### config.mk
export PLATFORM = sky130hd
export DESIGN_NAME = speaker_highpass_peaking_eq
export DESIGN_NICKNAME = d
export VERILOG_FILES = /design/src/hdl/spkeq_pkg.sv /design/src/hdl/spkeq_mac.sv /design/src/hdl/speaker_highpass_peaking_eq.sv
export SDC_FILE = /design/constraint.sdc
export NUM_CORES = 2
export LEC_CHECK = 0
export BUFFER_PORTS_ARGS = -buffer_cell sky130_fd_sc_hd__buf_2
export CAP_MARGIN = 30
export CORE_MARGIN = 8
export CORE_UTILIZATION = 49
export DETAILED_ROUTE_END_ITERATION = 7
export PLACE_DENSITY = 0.67
export SETUP_SLACK_MARGIN = 0.2
export SLEW_MARGIN = 20
export SYNTH_ARGS = -nofsm -noshare
export SYNTH_HDL_FRONTEND = slang
export SYNTH_SLANG_ARGS = --single-unit
### constraint.sdc
create_clock -name clk -period 10.9 [get_ports clk]
set_input_delay 2.18 -clock clk [delete_from_list [all_inputs] [get_ports clk]]
set_output_delay 2.18 -clock clk [all_outputs]
set_load 0.005 [all_outputs]
### src/hdl/spkeq_pkg.sv
// Shared types, constants and helpers for the speaker high-pass + peaking EQ.
// Used by spkeq_mac, the top level and the checker.
// No dependencies.
package spkeq_pkg;

  localparam int COEF_FRAC_BITS  = 14;
  localparam int STATE_FRAC_BITS = 8;

  localparam int SAMPLE_W = 16;
  localparam int CFG_W    = 16;
  localparam int STATE_W  = 32;
  localparam int COEF_W   = 17;             // one extra bit so -a1/-a2 never overflow
  localparam int OPND_W   = 34;             // wide enough for the 33-bit high-pass pre-sum
  localparam int PROD_W   = COEF_W + OPND_W;
  localparam int ACC_W    = PROD_W + 2;     // five biquad terms
  localparam int MAC_TERMS = 5;
  localparam int IDX_W    = 3;
  localparam int CFG_IDX_W = 3;

  // register indexes
  localparam logic [CFG_IDX_W-1:0] REG_BYPASS   = 3'd0;
  localparam logic [CFG_IDX_W-1:0] REG_HP_ALPHA = 3'd1;
  localparam logic [CFG_IDX_W-1:0] REG_COEF_B0  = 3'd2;
  localparam logic [CFG_IDX_W-1:0] REG_COEF_B1  = 3'd3;
  localparam logic [CFG_IDX_W-1:0] REG_COEF_B2  = 3'd4;
  localparam logic [CFG_IDX_W-1:0] REG_COEF_A1  = 3'd5;
  localparam logic [CFG_IDX_W-1:0] REG_COEF_A2  = 3'd6;

  // input function codes
  localparam logic FUNC_FILTER = 1'b0;
  localparam logic FUNC_CLEAR  = 1'b1;

  // reset coefficients
  localparam logic signed [CFG_W-1:0] RST_HP_ALPHA = 16'sd15188;
  localparam logic signed [CFG_W-1:0] RST_COEF_B0  = 16'sd18607;
  localparam logic signed [CFG_W-1:0] RST_COEF_B1  = -16'sd19964;
  localparam logic signed [CFG_W-1:0] RST_COEF_B2  = 16'sd6555;
  localparam logic signed [CFG_W-1:0] RST_COEF_A1  = -16'sd19964;
  localparam logic signed [CFG_W-1:0] RST_COEF_A2  = 16'sd8780;

  // int16 limits in state format
  localparam logic signed [STATE_W-1:0] Y_HI = 32'(32767 * (2 ** STATE_FRAC_BITS));
  localparam logic signed [STATE_W-1:0] Y_LO = 32'(-32768 * (2 ** STATE_FRAC_BITS));
  localparam logic [STATE_W:0] TRUNC_BIAS = 33'((2 ** STATE_FRAC_BITS) - 1);

  typedef struct packed {
    logic mul_en;
    logic acc_clr;
    logic acc_add;
  } mac_ctl_t;

  // floor shift by the coefficient fraction, then saturate to int32
  function automatic logic signed [STATE_W-1:0] sat_state(input logic signed [ACC_W-1:0] v);
    logic signed [ACC_W-1:0] sh;
    logic signed [ACC_W-1:0] hi;
    logic signed [ACC_W-1:0] lo;
    sh = v >>> COEF_FRAC_BITS;
    hi = {{(ACC_W-STATE_W+1){1'b0}}, {(STATE_W-1){1'b1}}};
    lo = {{(ACC_W-STATE_W+1){1'b1}}, {(STATE_W-1){1'b0}}};
    if (sh > hi) begin
      return hi[STATE_W-1:0];
    end else if (sh < lo) begin
      return lo[STATE_W-1:0];
    end
    return sh[STATE_W-1:0];
  endfunction

endpackage

### src/hdl/spkeq_mac.sv
// Shared multiply-accumulate unit: registered product, then accumulator.
// Depends on spkeq_pkg.
module spkeq_mac (
  input  logic                                clk,
  input  logic                                rst,
  input  spkeq_pkg::mac_ctl_t                 ctl,
  input  logic signed [spkeq_pkg::COEF_W-1:0] coef,
  input  logic signed [spkeq_pkg::OPND_W-1:0] opnd,
  output logic signed [spkeq_pkg::PROD_W-1:0] prod,
  output logic signed [spkeq_pkg::ACC_W-1:0]  acc
);

  logic signed [spkeq_pkg::ACC_W-1:0] prod_ext;

  assign prod_ext = {{(spkeq_pkg::ACC_W-spkeq_pkg::PROD_W){prod[spkeq_pkg::PROD_W-1]}}, prod};

  always_ff @(posedge clk) begin
    if (ctl.mul_en) begin
      prod <= coef * opnd;
    end
  end

  always_ff @(posedge clk) begin
    if (rst) begin
      acc <= '0;
    end else if (ctl.acc_clr) begin
      acc <= '0;
    end else if (ctl.acc_add) begin
      acc <= acc + prod_ext;
    end
  end

endmodule

### src/hdl/speaker_highpass_peaking_eq.sv
// Top level: one-pole high-pass followed by a direct-form-I peaking biquad.
// Depends on spkeq_pkg and spkeq_mac.
//
//  channel | signals                                   | direction
//  in      | in_valid, in_ready, func, sample_in       | request in
//  out     | out_valid, out_ready, sample_out, clipped | request out
//  cfg     | cfg_valid, cfg_ready, cfg_index, cfg_data | register write in
//
// A filtered sample holds the block from acceptance until hand-off: one
// pre-add, six passes through the single 17x34 multiplier (high-pass and
// five biquad taps), the accumulate tail, saturation, clip and hand-off.
// A clear request leaves it ready again in the next cycle; bypass goes straight to hand-off.
// Reset zeroes the filter history and loads the default coefficients.
// A stalled output holds its result; the next request is taken meanwhile.
module speaker_highpass_peaking_eq (
  input  logic                                   clk,
  input  logic                                   rst,
  input  logic                                   in_valid,
  output logic                                   in_ready,
  input  logic                                   func,
  input  logic signed [spkeq_pkg::SAMPLE_W-1:0]  sample_in,
  output logic                                   out_valid,
  input  logic                                   out_ready,
  output logic signed [spkeq_pkg::SAMPLE_W-1:0]  sample_out,
  output logic                                   clipped,
  input  logic                                   cfg_valid,
  output logic                                   cfg_ready,
  input  logic [spkeq_pkg::CFG_IDX_W-1:0]        cfg_index,
  input  logic [spkeq_pkg::CFG_W-1:0]            cfg_data
);

  typedef enum logic [3:0] {
    S_IDLE, S_PREP, S_HPMUL, S_HPSAT, S_MAC, S_ACCL, S_YSAT, S_RES, S_OUT
  } state_t;

  state_t state;
  logic [spkeq_pkg::IDX_W-1:0] idx;

  logic                                  bypass;
  logic signed [spkeq_pkg::CFG_W-1:0]    hp_alpha, coef_b0, coef_b1, coef_b2, coef_a1, coef_a2;

  logic signed [spkeq_pkg::SAMPLE_W-1:0] x_reg;
  logic signed [spkeq_pkg::SAMPLE_W-1:0] hp_last_input;
  logic signed [spkeq_pkg::STATE_W-1:0]  hp_last_output;
  logic signed [spkeq_pkg::STATE_W-1:0]  d_in1, d_in2, d_out1, d_out2;
  logic signed [spkeq_pkg::OPND_W-1:0]   hp_opnd;
  logic signed [spkeq_pkg::SAMPLE_W-1:0] res_value;
  logic                                  res_clip;

  spkeq_pkg::mac_ctl_t                   mac_ctl;
  logic signed [spkeq_pkg::COEF_W-1:0]   mac_coef;
  logic signed [spkeq_pkg::OPND_W-1:0]   mac_opnd;
  logic signed [spkeq_pkg::PROD_W-1:0]   mac_prod;
  logic signed [spkeq_pkg::ACC_W-1:0]    mac_acc;
  logic signed [spkeq_pkg::ACC_W-1:0]    prod_ext;

  logic signed [spkeq_pkg::SAMPLE_W:0]   x_diff;
  logic signed [spkeq_pkg::OPND_W-1:0]   hp_sum;
  logic signed [spkeq_pkg::STATE_W-1:0]  tap_val;
  logic signed [spkeq_pkg::STATE_W:0]    y_biased;
  logic signed [spkeq_pkg::STATE_W:0]    y_trunc;
  logic                                  in_fire;
  logic                                  out_free;

  assign in_ready  = (state == S_IDLE);
  assign cfg_ready = 1'b1;
  assign in_fire   = in_valid && in_ready;
  assign out_free  = !out_valid || out_ready;

  // hp pre-sum: last output + (x - x_prev) in state format
  assign x_diff = {x_reg[spkeq_pkg::SAMPLE_W-1], x_reg}
                - {hp_last_input[spkeq_pkg::SAMPLE_W-1], hp_last_input};
  assign hp_sum = {{(spkeq_pkg::OPND_W-spkeq_pkg::STATE_W){hp_last_output[spkeq_pkg::STATE_W-1]}},
                   hp_last_output}
                + {{(spkeq_pkg::OPND_W-spkeq_pkg::SAMPLE_W-1-spkeq_pkg::STATE_FRAC_BITS)
                    {x_diff[spkeq_pkg::SAMPLE_W]}},
                   x_diff, {spkeq_pkg::STATE_FRAC_BITS{1'b0}}};

  assign prod_ext = {{(spkeq_pkg::ACC_W-spkeq_pkg::PROD_W){mac_prod[spkeq_pkg::PROD_W-1]}},
                     mac_prod};

  // truncation toward zero
  assign y_biased = {d_out1[spkeq_pkg::STATE_W-1], d_out1}
                  + (d_out1[spkeq_pkg::STATE_W-1] ? spkeq_pkg::TRUNC_BIAS : '0);
  assign y_trunc  = y_biased >>> spkeq_pkg::STATE_FRAC_BITS;

  always_comb begin
    mac_ctl  = '0;
    mac_coef = '0;
    tap_val  = '0;
    case (idx)
      3'd0:    begin mac_coef = {coef_b0[15], coef_b0};     tap_val = hp_last_output; end
      3'd1:    begin mac_coef = {coef_b1[15], coef_b1};     tap_val = d_in1;          end
      3'd2:    begin mac_coef = {coef_b2[15], coef_b2};     tap_val = d_in2;          end
      3'd3:    begin mac_coef = -{coef_a1[15], coef_a1};    tap_val = d_out1;         end
      default: begin mac_coef = -{coef_a2[15], coef_a2};    tap_val = d_out2;         end
    endcase
    mac_opnd = {{(spkeq_pkg::OPND_W-spkeq_pkg::STATE_W){tap_val[spkeq_pkg::STATE_W-1]}}, tap_val};
    if (state == S_HPMUL) begin
      mac_coef = {hp_alpha[15], hp_alpha};
      mac_opnd = hp_opnd;
    end
    mac_ctl.mul_en  = (state == S_HPMUL) || (state == S_MAC);
    mac_ctl.acc_clr = (state == S_MAC) && (idx == '0);
    mac_ctl.acc_add = ((state == S_MAC) && (idx != '0)) || (state == S_ACCL);
  end

  spkeq_mac u_mac (
    .clk  (clk),
    .rst  (rst),
    .ctl  (mac_ctl),
    .coef (mac_coef),
    .opnd (mac_opnd),
    .prod (mac_prod),
    .acc  (mac_acc)
  );

  // configuration registers
  always_ff @(posedge clk) begin
    if (rst) begin
      bypass   <= 1'b0;
      hp_alpha <= spkeq_pkg::RST_HP_ALPHA;
      coef_b0  <= spkeq_pkg::RST_COEF_B0;
      coef_b1  <= spkeq_pkg::RST_COEF_B1;
      coef_b2  <= spkeq_pkg::RST_COEF_B2;
      coef_a1  <= spkeq_pkg::RST_COEF_A1;
      coef_a2  <= spkeq_pkg::RST_COEF_A2;
    end else if (cfg_valid && cfg_ready) begin
      unique case (cfg_index)
        spkeq_pkg::REG_BYPASS:   bypass   <= cfg_data[0];
        spkeq_pkg::REG_HP_ALPHA: hp_alpha <= cfg_data;
        spkeq_pkg::REG_COEF_B0:  coef_b0  <= cfg_data;
        spkeq_pkg::REG_COEF_B1:  coef_b1  <= cfg_data;
        spkeq_pkg::REG_COEF_B2:  coef_b2  <= cfg_data;
        spkeq_pkg::REG_COEF_A1:  coef_a1  <= cfg_data;
        spkeq_pkg::REG_COEF_A2:  coef_a2  <= cfg_data;
        default: ;
      endcase
    end
  end

  // payload registers with no reset
  always_ff @(posedge clk) begin
    if (in_fire) begin
      x_reg <= sample_in;
    end
    if (state == S_PREP) begin
      hp_opnd <= hp_sum;
    end
  end

  // sequencer, history and output register
  always_ff @(posedge clk) begin
    if (rst) begin
      state          <= S_IDLE;
      idx            <= '0;
      hp_last_input  <= '0;
      hp_last_output <= '0;
      d_in1          <= '0;
      d_in2          <= '0;
      d_out1         <= '0;
      d_out2         <= '0;
      res_value      <= '0;
      res_clip       <= 1'b0;
      out_valid      <= 1'b0;
      sample_out     <= '0;
      clipped        <= 1'b0;
    end else begin
      // S_OUT reloads the output register itself
      if (out_valid && out_ready && (state != S_OUT)) begin
        out_valid <= 1'b0;
      end
      unique case (state)
        S_IDLE: begin
          if (in_fire) begin
            if (func == spkeq_pkg::FUNC_CLEAR) begin
              hp_last_input  <= '0;
              hp_last_output <= '0;
              d_in1          <= '0;
              d_in2          <= '0;
              d_out1         <= '0;
              d_out2         <= '0;
            end else if (bypass) begin
              res_value <= sample_in;
              res_clip  <= 1'b0;
              state     <= S_OUT;
            end else begin
              state <= S_PREP;
            end
          end
        end
        S_PREP:  state <= S_HPMUL;
        S_HPMUL: state <= S_HPSAT;
        S_HPSAT: begin
          hp_last_output <= spkeq_pkg::sat_state(prod_ext);
          hp_last_input  <= x_reg;
          idx            <= '0;
          state          <= S_MAC;
        end
        S_MAC: begin
          if (idx == spkeq_pkg::IDX_W'(spkeq_pkg::MAC_TERMS - 1)) begin
            idx   <= '0;
            state <= S_ACCL;
          end else begin
            idx <= idx + 1'b1;
          end
        end
        S_ACCL: state <= S_YSAT;
        S_YSAT: begin
          d_in2  <= d_in1;
          d_in1  <= hp_last_output;
          d_out2 <= d_out1;
          d_out1 <= spkeq_pkg::sat_state(mac_acc);
          state  <= S_RES;
        end
        S_RES: begin
          if (d_out1 > spkeq_pkg::Y_HI) begin
            res_value <= 16'sh7fff;
            res_clip  <= 1'b1;
          end else if (d_out1 < spkeq_pkg::Y_LO) begin
            res_value <= 16'sh8000;
            res_clip  <= 1'b1;
          end else begin
            res_value <= y_trunc[spkeq_pkg::SAMPLE_W-1:0];
            res_clip  <= 1'b0;
          end
          state <= S_OUT;
        end
        S_OUT: begin
          if (out_free) begin
            out_valid  <= 1'b1;
            sample_out <= res_value;
            clipped    <= res_clip;
            state      <= S_IDLE;
          end
        end
        default: state <= S_IDLE;
      endcase
    end
  end

endmodule

# [After elaboration in Yosys (flattened, before gate mapping)]
# Cells that the tools add are included.
[classes] n_addsub=7 mul=1 div_mod_pow=0 n_lt_le_gt_ge=6 eq_ne=25 shifts=0 mux=52 bitwise=0 reduce_logical=30
[ops] op="one-hot mux 32 bit (2 select lines)" count=5
[ops] op="2-to-1 mux 32 bit" count=8
[ops] op="one-hot mux 32 bit (4 select lines)" count=1
[ops] op="2-to-1 mux 16 bit" count=7
[ops] op="one-hot mux 17 bit (4 select lines)" count=1
[ops] op="one-hot mux 16 bit (2 select lines)" count=2
[ops] op="adder 53 x 51 -> 53 bit" count=1
[ops] op="multiplier 17 x 34 -> 51 bit" count=1
[ops] op="> comparator 39 x 32 -> 1 bit (second input constant)" count=1
[ops] op="less-than comparator 39 x 32 -> 1 bit (second input constant)" count=1
[ops] op="> comparator 37 x 32 -> 1 bit (second input constant)" count=1
[ops] op="less-than comparator 37 x 32 -> 1 bit (second input constant)" count=1
[ops] op="one-hot mux 4 bit (9 select lines)" count=1
[ops] op="2-to-1 mux 34 bit" count=1
[ops] op="negator 17 bit" count=2
[ops] op="adder 32 x 25 -> 33 bit" count=1
[ops] op="> comparator 32 x 24 -> 1 bit (second input constant)" count=1
[ops] op="less-than comparator 32 x 24 -> 1 bit (second input constant)" count=1
[ops] op="adder 24 x 9 -> 24 bit" count=1
[ops] op="2-to-1 mux 4 bit" count=5
[ops] op="2-to-1 mux 17 bit" count=1
[ops] op="subtractor 16 x 16 -> 17 bit" count=1
[ops] op="== test 4 x 3 -> 1 bit (second input constant)" count=4
[ops] op="2-to-1 mux 1 bit" count=16
[ops] op="other kinds (25)" count=56
[totals] ff_bits=469 latchBits=0 ramBits=0 mem_bits_ro=0 input_bits=41 out_inout_bits=20 wordCells=145 mem_count=0

# [Logic depth before layout (Yosys ltp)]
[depth] word_depth=7 depth_mapped=36 depth_no_buf=32

# [By module]
# Synthesis repeated with hierarchy kept, for this count alone.
[hier_totals] cells_unflattened=5064 hier_area_um2=44043.5
[modules_own_cells] mod="spkeq_mac" instances=1 cells_each=2949 area_per_inst_um2=26524.2 seq_area_each_um2=2592.5
[modules_own_cells] mod="speaker_highpass_peaking_eq" instances=1 cells_each=2115 area_per_inst_um2=17519.3 seq_area_each_um2=7777.5

# [Worst setup path after synthesis]
# OpenSTA, ideal clock, no wires.
[synth_path] path_kind="register -> register" startpoint="register idx[0] in the netlist's numbering" endpoint="register u_mac.prod[49] in the netlist's numbering (data pin)" setup_ps=260 arrival_time_ps=7830 required_ps=10640 path_slack_ps=2810 path_stages_with_launch=37 n_path_buf=5 period_less_slack_ps=8090 path_cell_list="dfxtp_1 -> inv_1 -> ha_1 -> nor2b_1 -> buf_2 -> or4_1 -> buf_2 -> clkbuf_1 -> nand3_1 -> o21ai_0 -> nand2_1 -> o21a_1 -> clkbuf_1 -> nand2_1 -> fa_1 -> inv_1 -> fa_1 -> inv_1 -> fa_1 -> inv_1 -> fa_1 -> fa_1 -> inv_1 -> fa_1 -> inv_1 -> ha_1 -> buf_2 -> a21o_1 -> a221oi_1 -> a2bb2oi_1 -> o21ai_1 -> a21oi_2 -> o22a_1 -> a31o_2 -> o21bai_2 -> a221oi_2 -> xnor2_1"
[synth_between] elab_chain_len=4 elab_cells_between_ends=9 cone_classes="mul: 1; eq/ne: 3; mux: 4; reduce/logical: 1"
[synth_lines] item="from (decl)" line_no="speaker_highpass_peaking_eq.sv:37" rtl="logic [spkeq_pkg::IDX_W-1:0] idx;"
[synth_lines] item="from (signal assigned)" line_no="speaker_highpass_peaking_eq.sv:205" rtl="idx <= idx + 1'b1;"
[synth_lines] item="== test 3 x 2 -> 1 bit (tied with other cells)" line_no="speaker_highpass_peaking_eq.sv:91" rtl="case (idx)"
[synth_lines] item="one-hot mux 17 bit (4 select lines) / one-hot mux 32 bit (4 select lines) (equally long branches)" line_no="speaker_highpass_peaking_eq.sv:91"
[synth_lines] item="2-to-1 mux 17 bit / 2-to-1 mux 34 bit (equally long branches)" line_no="speaker_highpass_peaking_eq.sv:99" rtl="if (state == S_HPMUL) begin"
[synth_lines] item="multiplier 17 x 34 -> 51 bit *" line_no="spkeq_mac.sv:19" rtl="prod <= coef * opnd;"
[synth_lines] item="to (signal assigned)" line_no="spkeq_mac.sv:19"
[synth_lines] item="to (decl)" line_no="spkeq_mac.sv:9" rtl="output logic signed [spkeq_pkg::PROD_W-1:0] prod,"
# Every way passes the cells marked *; elsewhere a longest branch is shown, timed or not.
# A chain may end at the register's enable or synchronous reset.

# [Worst setup path in the final report]
[layout_path] startpoint="register idx[0] in the netlist's numbering" endpoint="register u_mac.prod[50] in the netlist's numbering (data pin)"
# The elaborated chain is that of the path after synthesis.

==> results.sh <==
export IMPL_arrival_ns=10.11
export IMPL_holdCritPathClass="flop to flop"
export IMPL_top_usage_layer="met2"
export IMPL_synth_seq_cells=468
export IMPL_routabilityCongestion=0.9657
export IMPL_netlist_area_um2=42850
export IMPL_dpl_hpwl_um=98510
export IMPL_clk_latency_ns=0.61
export IMPL_routed_wl_um=130500
export IMPL_via_per_inst=5.781
export IMPL_ir_drop_mv=0.1154
export IMPL_yosysSeqAreaShare=0.2420
export IMPL_final_cell_mix="inv_1, nand2_1, fa_1"
export IMPL_drive_gt1_frac=0.06514
export IMPL_fin_crit_sh=0.8979
export IMPL_ctsHtreeMaxLevel=2
export IMPL_vias=35270
export IMPL_required_ns=11.23
export IMPL_use_met1=0.3602
export IMPL_leakage_nw=21.59
export IMPL_die_y_um=311.7
export IMPL_die_area_um2=97170
export IMPL_clockBufferDepth=3
export IMPL_root_buffer="clkbuf_16"
export IMPL_ys_flop_type="dfxtp_1"
export IMPL_synthesis_nets=5773
export IMPL_clock_sinks=468
export IMPL_die_width_um=311.7
export IMPL_worstSetupPathType="flop to flop"
export IMPL_wl_per_cell_um=21.38
export IMPL_port_buffers=59
export IMPL_rsz0062_at_grt="no"
export IMPL_synth_top_cell_area_share=0.2542
export IMPL_grt_pass1_vias=35360
export IMPL_yosysWarnings=0
export IMPL_start_kind="flop"
export IMPL_mostFrequentLayoutCell="inv_1"
export IMPL_drt_first_iter_violations=3205
export IMPL_final_fill_count=8096
export IMPL_rows=108
export IMPL_maxSlewViolCount=0
export IMPL_clk_pin_slew_ns=0.06
export IMPL_cts_tree="done"
export IMPL_fin_worst_skew_ns=0.04532
export IMPL_track_usage=0.2630
export IMPL_cts_setup_buffers=0
export IMPL_syn_avg_cell_area_um2=8.632
export IMPL_finalHoldViolations=0
export IMPL_nNetsFinal=5711
export IMPL_synthCells=4964
export IMPL_synth_edf_count=100
export IMPL_cts_hold_buf=0
export IMPL_ys_types=89
export IMPL_power_density_nw_per_um2=120.5
export IMPL_drc=0
export IMPL_dr_pass1_iters=6
export IMPL_largest_reg_flops=53
export IMPL_synthArstFlopShare=0
export IMPL_grt_util_met3=0.05070
export IMPL_ctsResizeCount=0
export IMPL_status="completed"
export IMPL_power_mw=5.590
export IMPL_start_util=0.4939
export IMPL_grt_pass1_wl_um=203800
export IMPL_cts_buffers_inserted=49
export IMPL_drv_cap=0
export IMPL_cp_end_kind="flop"
export IMPL_finalCriticalPeriod_ns=9.787
export IMPL_yosys_area_top_type="fa_1"
export IMPL_setup_viol=0
export IMPL_tightest_slew_ns=1.089
export IMPL_slew_headroom=0.2741
export IMPL_antenna_found_initial=5
export IMPL_fmax_mhz=102.2
export IMPL_top_register="u_mac.acc"
export IMPL_area_delta_synth_final_pct=8.231
export IMPL_io_pins=61
export IMPL_grt_max_degree=120
export IMPL_setup_tns_final_ns=0
export IMPL_use_met2=0.4173
export IMPL_top_regs="u_mac.acc: 53 flops, u_mac.prod: 51 flops, hp_opnd: 33 flops"
export IMPL_ant_nets=0
export IMPL_cp_max_fo=47
export IMPL_ys_top_cells_by_area="fa_1, dfxtp_1, edfxtp_1"
export IMPL_overflow=0
export IMPL_core_area_um2=86750
==> cell families after synthesis <==
family                   after synthesis  share of synthesized area
AO/OA/AOI/OAI                       1046                     0.1568
buffers and inverters                953                    0.08506
AND/OR/NAND/NOR                     1541                     0.1577
adder cells (fa/ha/maj)              768                     0.3196
flip-flops                           468                     0.2420
other                                  1                 0.00008751
multiplexers                          19                   0.004438
XOR/XNOR                             168                    0.03434
==> power breakdown <==
part | switching [mW] | internal, mW
registers | 0.0493 | 1.86
clock network | 0.768 | 1.10
logic | 1.17 | 0.635
total | 1.99 | 3.60
==> cell type report <==
type,instances,area (um^2),share of cell area
tap,1155,1445,0.03116
clock buffer,69,1488,0.03208
inverter,689,2586,0.05577
antenna,4,10.01,0.0002158
clock inverter,23,302.8,0.006529
sequential,468,10370,0.2236
timing repair buffer,151,1055,0.02274
multi-input combinational,3543,29120,0.6279
==> worst max-delay path, stage by stage (launching register included) <==
cell	delay (ns)
dfxtp_1	0.40
inv_1	0.08
ha_1	0.23
nor2b_4	0.23
or4_2	1.14
nor2_1	0.40
o31a_1	0.89
nor2_1	0.17
fa_1	0.57
inv_1	0.05
fa_1	0.46
fa_1	0.51
inv_1	0.05
fa_1	0.46
fa_1	0.54
inv_1	0.05
fa_1	0.53
inv_1	0.04
ha_1	0.36
nand2_1	0.09
o41ai_2	0.73
a21oi_2	0.26
o31ai_1	0.54
a211oi_1	0.18
o31ai_1	0.27
a21oi_1	0.12
xnor2_1	0.13
==> through the flow <==
| step | hold WS [ns] | area (um^2) | std cells | util | setup slack, ns |
|---|---|---|---|---|---|
| 5_1_grt | 0.4726 | 46370 | 6098 | 0.5345 | 0.6130 |
| 3_3_place_gp | 0.4424 | 44400 | 5994 | 0.5118 | 1.292 |
| 6_report | 0.4549 | 46380 | 6102 | 0.5346 | 1.113 |
| 4_1_cts | 0.4560 | 46300 | 6094 | 0.5337 | 1.111 |
| 2_1_floorplan | 0.4360 | 42850 | 4964 | - | 2.810 |
| 3_5_place_dp | 0.4486 | 44510 | 6002 | 0.5130 | 1.160 |
==> synth_stat cells, types with 17 or more instances <==
master	n
and3_1	19
nor2b_1	55
a211oi_1	22
a22oi_1	185
edfxtp_1	100
o21a_1	37
and2_1	17
mux2i_1	19
nand3b_1	45
o21ai_0	201
inv_1	689
o21ai_1	27
nand4_1	38
a21oi_1	310
nand3_1	59
a31oi_1	22
a21o_1	84
dfxtp_1	368
ha_1	224
fa_1	544
nor2_1	476
clkbuf_1	206
nor3_1	39
nand2_1	683
xnor2_1	112
buf_2	41
or3_1	24
nand2b_1	43
xor2_1	56
==> path summary, 6_finish.rpt <==
| kind | from | slack (ns) | end | cells past startpoint |
|---|---|---|---|---|
| max | idx[0]$_SDFFE_PP0P_ | 1.11 | u_mac.prod[50]$_DFFE_PP_ | 26 |
| min | coef_b2[6]$_SDFFE_PP0P_ | 0.45 | coef_b2[6]$_SDFFE_PP0P_ | 2 |
| max reg2reg | idx[0]$_SDFFE_PP0P_ | 1.11 | u_mac.prod[50]$_DFFE_PP_ | 26 |
| min reg2reg | coef_b2[6]$_SDFFE_PP0P_ | 0.45 | coef_b2[6]$_SDFFE_PP0P_ | 2 |
==> per-layer routing <==
layer | part of all wire | wire, um | vias to the layer above
met4 | 0.036 | 4738 | 6
met2 | 0.45 | 58690 | 1382
met5 | 0.00035 | 46 | -
li1 | - | - | 16100
met1 | 0.43 | 55930 | 17510
met3 | 0.085 | 11070 | 281
Power figures use the tool's default switching activity.
